### config.mk
export PLATFORM = sky130hd
export DESIGN_NAME = m3i_fifo
export DESIGN_NICKNAME = d
export VERILOG_FILES = /design/src/hw/rtl/m3i_pkg.sv /design/src/hw/rtl/m3i_fifo.sv
export SDC_FILE = /design/constraint.sdc
export NUM_CORES = 2
export LEC_CHECK = 0
export BUFFER_PORTS_ARGS = -buffer_cell sky130_fd_sc_hd__buf_2
export CORE_AREA = 3 3 547 549
export DETAILED_ROUTE_END_ITERATION = 8
export DIE_AREA = 0 0 550 552
export PLACE_DENSITY = 0.61
export SLEW_MARGIN = 25
export SYNTH_ARGS = -nofsm -noshare
export SYNTH_HDL_FRONTEND = slang
export SYNTH_SLANG_ARGS = --single-unit
### constraint.sdc
create_clock -name clk -period 27.1 [get_ports clk]
set_input_delay 2.71 -clock clk [delete_from_list [all_inputs] [get_ports clk]]
set_output_delay 2.71 -clock clk [all_outputs]
set_load 0.05 [all_outputs]
### src/hw/rtl/m3i_pkg.sv
// shared types and constants for the 3x3 matrix inverse unit
package m3i_pkg;

  localparam int ENT_W       = 32;   // matrix entry width
  localparam int PROD_W      = 64;   // entry by entry product
  localparam int ADJ_W       = 66;   // signed 2x2 cofactor
  localparam int DET_W       = 100;  // exact determinant
  localparam int N_ENT       = 9;    // entries per matrix
  localparam int Q_STEPS     = 31;   // quotient bits below the saturation point
  localparam int QUEUE_DEPTH = 4;

  typedef logic signed [ENT_W-1:0]  ent_t;
  typedef logic signed [PROD_W-1:0] prod_t;
  typedef logic signed [ADJ_W-1:0]  adj_t;
  typedef logic signed [DET_W-1:0]  det_t;

  localparam ent_t ENT_MAX = 32'sh7fff_ffff;
  localparam ent_t ENT_MIN = 32'sh8000_0000;

  // cofactors in row order (not transposed) and the exact determinant
  typedef struct packed {
    adj_t [N_ENT-1:0] cof;
    det_t             det;
  } mat_item_t;

  typedef struct packed {
    ent_t [N_ENT-1:0] b;
    logic             invertible;
    ent_t             determinant;
  } result_t;

endpackage

### src/hw/rtl/m3i_fifo.sv
// short request queue between the front end and the divider back end
module m3i_fifo (
  input  logic               clk,
  input  logic               rst_n,
  input  logic               push_valid,
  output logic               push_stall,
  input  m3i_pkg::mat_item_t push_item,
  output logic               pop_valid,
  input  logic               pop_stall,
  output m3i_pkg::mat_item_t pop_item
);
  import m3i_pkg::*;

  localparam int PW = $clog2(QUEUE_DEPTH);
  localparam int CNTW = $clog2(QUEUE_DEPTH + 1);

  mat_item_t       slot_r [QUEUE_DEPTH];
  logic [PW-1:0]   wr_ptr_r;
  logic [PW-1:0]   rd_ptr_r;
  logic [CNTW-1:0] cnt_r;
  logic            do_push;
  logic            do_pop;

  assign push_stall = (cnt_r == CNTW'(QUEUE_DEPTH));
  assign pop_valid  = (cnt_r != '0);
  assign do_push    = push_valid && !push_stall;
  assign do_pop     = pop_valid && !pop_stall;
  assign pop_item   = slot_r[rd_ptr_r];

  always_ff @(posedge clk) begin
    if (do_push) slot_r[wr_ptr_r] <= push_item;
  end

  always_ff @(posedge clk) begin
    if (!rst_n) begin
      wr_ptr_r <= '0;
      rd_ptr_r <= '0;
      cnt_r    <= '0;
    end else begin
      if (do_push) wr_ptr_r <= wr_ptr_r + PW'(1);
      if (do_pop) rd_ptr_r <= rd_ptr_r + PW'(1);
      if (do_push && !do_pop) cnt_r <= cnt_r + CNTW'(1);
      else if (!do_push && do_pop) cnt_r <= cnt_r - CNTW'(1);
    end
  end

`ifndef NO_ASSERTIONS
  a_cnt_bound: assert property (@(posedge clk) disable iff (!rst_n)
    cnt_r <= CNTW'(QUEUE_DEPTH))
    else $error("queue count beyond depth");

  a_cnt_grow: assert property (@(posedge clk) disable iff (!rst_n)
    do_push && !do_pop |=> cnt_r == $past(cnt_r) + CNTW'(1))
    else $error("queue count did not follow a push");
`endif

endmodule

After elaboration in Yosys (flattened, before gate mapping)
Memory sizes are Yosys's and may differ from the RTL's. A register that Yosys moved wholly into a read port is not among the register bits.
Cells that the tools add are included.
- input port bits: 698
- word-level logic and storage cells: 25
- memories: 1
- output and inout bits: 696
- RAM bits: 2776
- register bits after elaboration: 7
- memory list (name ; words ; bits a word ; rd ports ; clocked after memory_dff ; wr ports ; line ; source):
    slot_r ; 4 ; 694 ; 1 ; 1 ; 1 ; m3i_fifo.sv:17 ; mat_item_t slot_r [QUEUE_DEPTH];
- reductions and logical operators: 10
- multiplexer cells: 6
- eq/ne operators: 1
- $add $sub $neg: 4
- operators by type and width (cell ; count):
    $mux W3 ; 2
    $add A2 B1 Y2 const B ; 2
    $logic_and A1 B1 Y1 ; 4
    $logic_not A1 Y1 ; 4
    $mux W2 ; 2
    $add A3 B1 Y3 const B ; 1
    $eq A3 B3 Y1 const B ; 1
    $reduce_bool A3 Y1 ; 1
    $sub A3 B1 Y3 const B ; 1
    $mux W1 ; 2
    $reduce_bool A2 Y1 ; 1

Depth between registers and ports, before layout
- depth in word-level cells: 7
- mapped depth: 9
- depth with buffers taken out: 8

Least setup slack after synthesis
OpenSTA, ideal clock, no wires.
- path type: in2reg
- start point: input push_valid
- end point: memory slot_r[0][0] (netlist bit) (enable)
- cell stages on the path: 3
- setup time: 1153 ps
- arrival time: 18740 ps
- buffers on the path: 1
- setup slack: 7207 ps
- data required time: 25947 ps
- cells stage by stage: nor2b_1 -> clkbuf_1 -> and2_1
- word-level cells in the longest chain between the ends: 3
- RTL lines (item ; line ; source):
    start, declared ; m3i_fifo.sv:5 ; input logic push_valid,
    $logic_and A1 B1 Y1 ; m3i_fifo.sv:26 ; assign do_push = push_valid && !push_stall;
    via do_push ; m3i_fifo.sv:21 ; logic do_push;
    $mux W1 ; m3i_fifo.sv:31 ; if (do_push) slot_r[wr_ptr_r] <= push_item;
    $mux W1 (not written as such) ; m3i_fifo.sv:31 ;
    end, declared ; m3i_fifo.sv:17 ;
The timed path passes the listed nets, and every way through them passes these cells.

==> flow_summary.ini <==
[synthesis]
ys_types = 23
synth_mux_area_share_pct = 15.55
ys_warn_count = 0
yosys.area_share.adder_pct = 0.08201
ys_ff_latch = 2785
syn_inst = 3675
synth_top_area_share_pct = 82.79
syn-num-nets = 4379
synthXorXnorAreaFrac_pct = 0.01740
synth_simple_gate_area_share_pct = 0.1019
synth_area_per_cell_sq_um = 27.40
syn_area_sq_um = 100700
synth_top_family_by_area = multiplexers
synth_seq_area_share_pct = 82.96
synth_top_area_cell = edfxtp_1
synth_compound_area_share_pct = 0.04473
synthTopCellsByArea = edfxtp_1 83%, mux4_2 16%, buf_6 0.83%

[critical_path]
worstPathRequired_ns = 24.39
start_kind = flip-flop
path_max_fanout = 95
endpoint_kind = output port
critPathKind = flip-flop to output port
reg2reg_slack_ns = 20.27
r2r_cells = 9
worstPathArrival_ns = 6.66

[pwr]
power_density_nw_per_um2 = 105.4
power.leakage_nw = 39.57
vdd_drop_max_uv = 81.83

[worst_hold_path]
whs_path_depth = 2
hp-class = flip-flop to flip-flop

[global_route]
grt_usage_pct = 17.36
grt_remaining_overflow = 0
grt_pass1_vias = 48820
antenna_found_initial = 224
grt_max_degree = 141
grt_pass1_wl_um = 379200

[clock_network]
cts_tree = done
cts_hold_buf = 0
cts_buffers = 294
clk_latency_ns = 0.88
root_buffer = clkbuf_16
clk_path_buf_depth = 4
ctsResizeCount = 0
clock_sinks = 2785
cts_setup_buffers = 0
path_clk_slew_ns = 0.06
cts_htree_levels = 5

[sta]
tns_ns = 0
slew_viol_final = 0
hold_violations = 0
holdWs_ns = 0.5145
fmax_mhz = 106.7
rsz0062_at_grt = false
fin_ws_ns = 17.73
finalSetupViolations = 0
slew-limit-headroom_pct = 9.276
worst_pin_slew_ns = 1.361
fin_crit_ns = 9.369
period_share_pct = 34.57
finClkSkew_ns = 0.04189

[floorplan]
start_util_pct = 34.21
chipWidth_um = 550
num_rows = 199
die-area_sq_um = 303600
boundaryPins = 1394
coreArea_sq_um = 294300
dieHeight_um = 552

[place]
gp_congestion = 0.8344
place_ws_ns = 17.79
portBuffers = 1393
hpwl_um = 186100

[cells_and_area]
layout-drive-gt1-share_pct = 46.36
area_growth_pct = 20.56
fin_nets = 5981

[route]
drt-vias-per-instance = 5.001
wl_um = 271600
vias = 47610
ant_nets = 0
drc = 0
first_iter_violations = 4586
wl_per_cell_um = 28.53
dr.pass1.iters = 7

[job]
drv_cap = 0

[outcome]
status = completed
## cell usage after synthesis, drive strengths merged
master,instances
dfxtp,9
xor2,1
nand2,4
a21boi,4
or2,1
nor2b,2
xnor2,1
nand2b,1
edfxtp,2776
mux2i,3
or3,3
buf,144
fa,1
nor3,1
o21ai,3
nor3b,1
mux4,694
ha,5
inv,4
and2,5
clkbuf,12
## path summary, 6_finish.rpt
kind | start | to
setup / recovery | flip-flop | pop_item[111]
hold / removal | wr_ptr_r[1] | wr_ptr_r[1]
setup reg to reg | cnt_r[0] | slot_r[3][98]
hold reg to reg | wr_ptr_r[1] | wr_ptr_r[1]
## registers in the layout, indices dropped and copies added (netlist names), named ones only
signal	cells
cnt_r	3
rd_ptr_r	2
slot_r	2776
wr_ptr_r	2
## critical path, stage by stage, from the launching register on
cell     delay [ns]
dfxtp_4        0.91
buf_4          0.69
buf_4          0.82
buf_4          0.75
buf_12         0.64
buf_4          0.77
mux4_2         0.61
buf_2          0.23
## cells in the final DEF (no fill, tap or decap), types with 6 or more instances in the layout
master,Yosys,layout
bufinv_16,0,10
clkinvlp_4,0,13
dfxtp_1,9,7
clkinv_16,0,12
inv_16,0,6
mux4_2,694,694
clkbuf_16,0,299
diode_2,0,96
buf_4,1,57
edfxtp_1,2776,2776
clkinv_1,0,73
buf_12,0,8
buf_2,69,1393
clkinv_2,0,38
clkbuf_1,12,62
## kinds of logic (layout without fill, tap and decap cells)
| family | after synthesis | after routing |
|---|---|---|
| mux | 697 | 697 |
| buf+inv | 160 | 1990 |
| xor+xnor | 2 | 2 |
| other cells | 0 | 96 |
| flops | 2785 | 2785 |
| fa+ha+maj | 6 | 6 |
| compound gates | 7 | 7 |
| simple gates | 18 | 18 |
## routing by layer
layer | vias to the layer above | global-route usage (%) | wire length, um
li1 | 19430 | - | -
met1 | 25210 | 20.54 | 97390
met2 | 2126 | 28.42 | 132400
met3 | 712 | 7.411 | 31200
met4 | 128 | 5.844 | 9787
met5 | - | 0 | 826
## area by class of cell
class,count,area [sq um]
Clock inverter,163,1456
Fill cell,25710,172900
Multi-Input combinational cell,730,15920
Sequential cell,2785,83550
Tap cell,3919,4903
Clock buffer,361,7715
Antenna cell,96,240.2
Timing Repair Buffer,1462,7605
Inverter,4,15.01
## stage by stage
step	total power, W	cells	util, %	cell area (sq um)
final	0.01280	9520	41.25	121400
after global routing	0.01325	9456	41.20	121200
after CTS	0.01296	9424	41.17	121200
after detailed placement	0.009139	8900	38.05	112000
after global placement	0.009114	8900	38.05	112000
after floorplan	0.008430	3675	-	100700
## report_power, final
group	switching [W]	internal (W)	total (W)
sequential	0.000103	0.00523	0.00533
clock	0.00165	0.00214	0.00380
combinational	0.00269	0.000972	0.00367
Note: power is estimated with default switching activity, not from simulation.
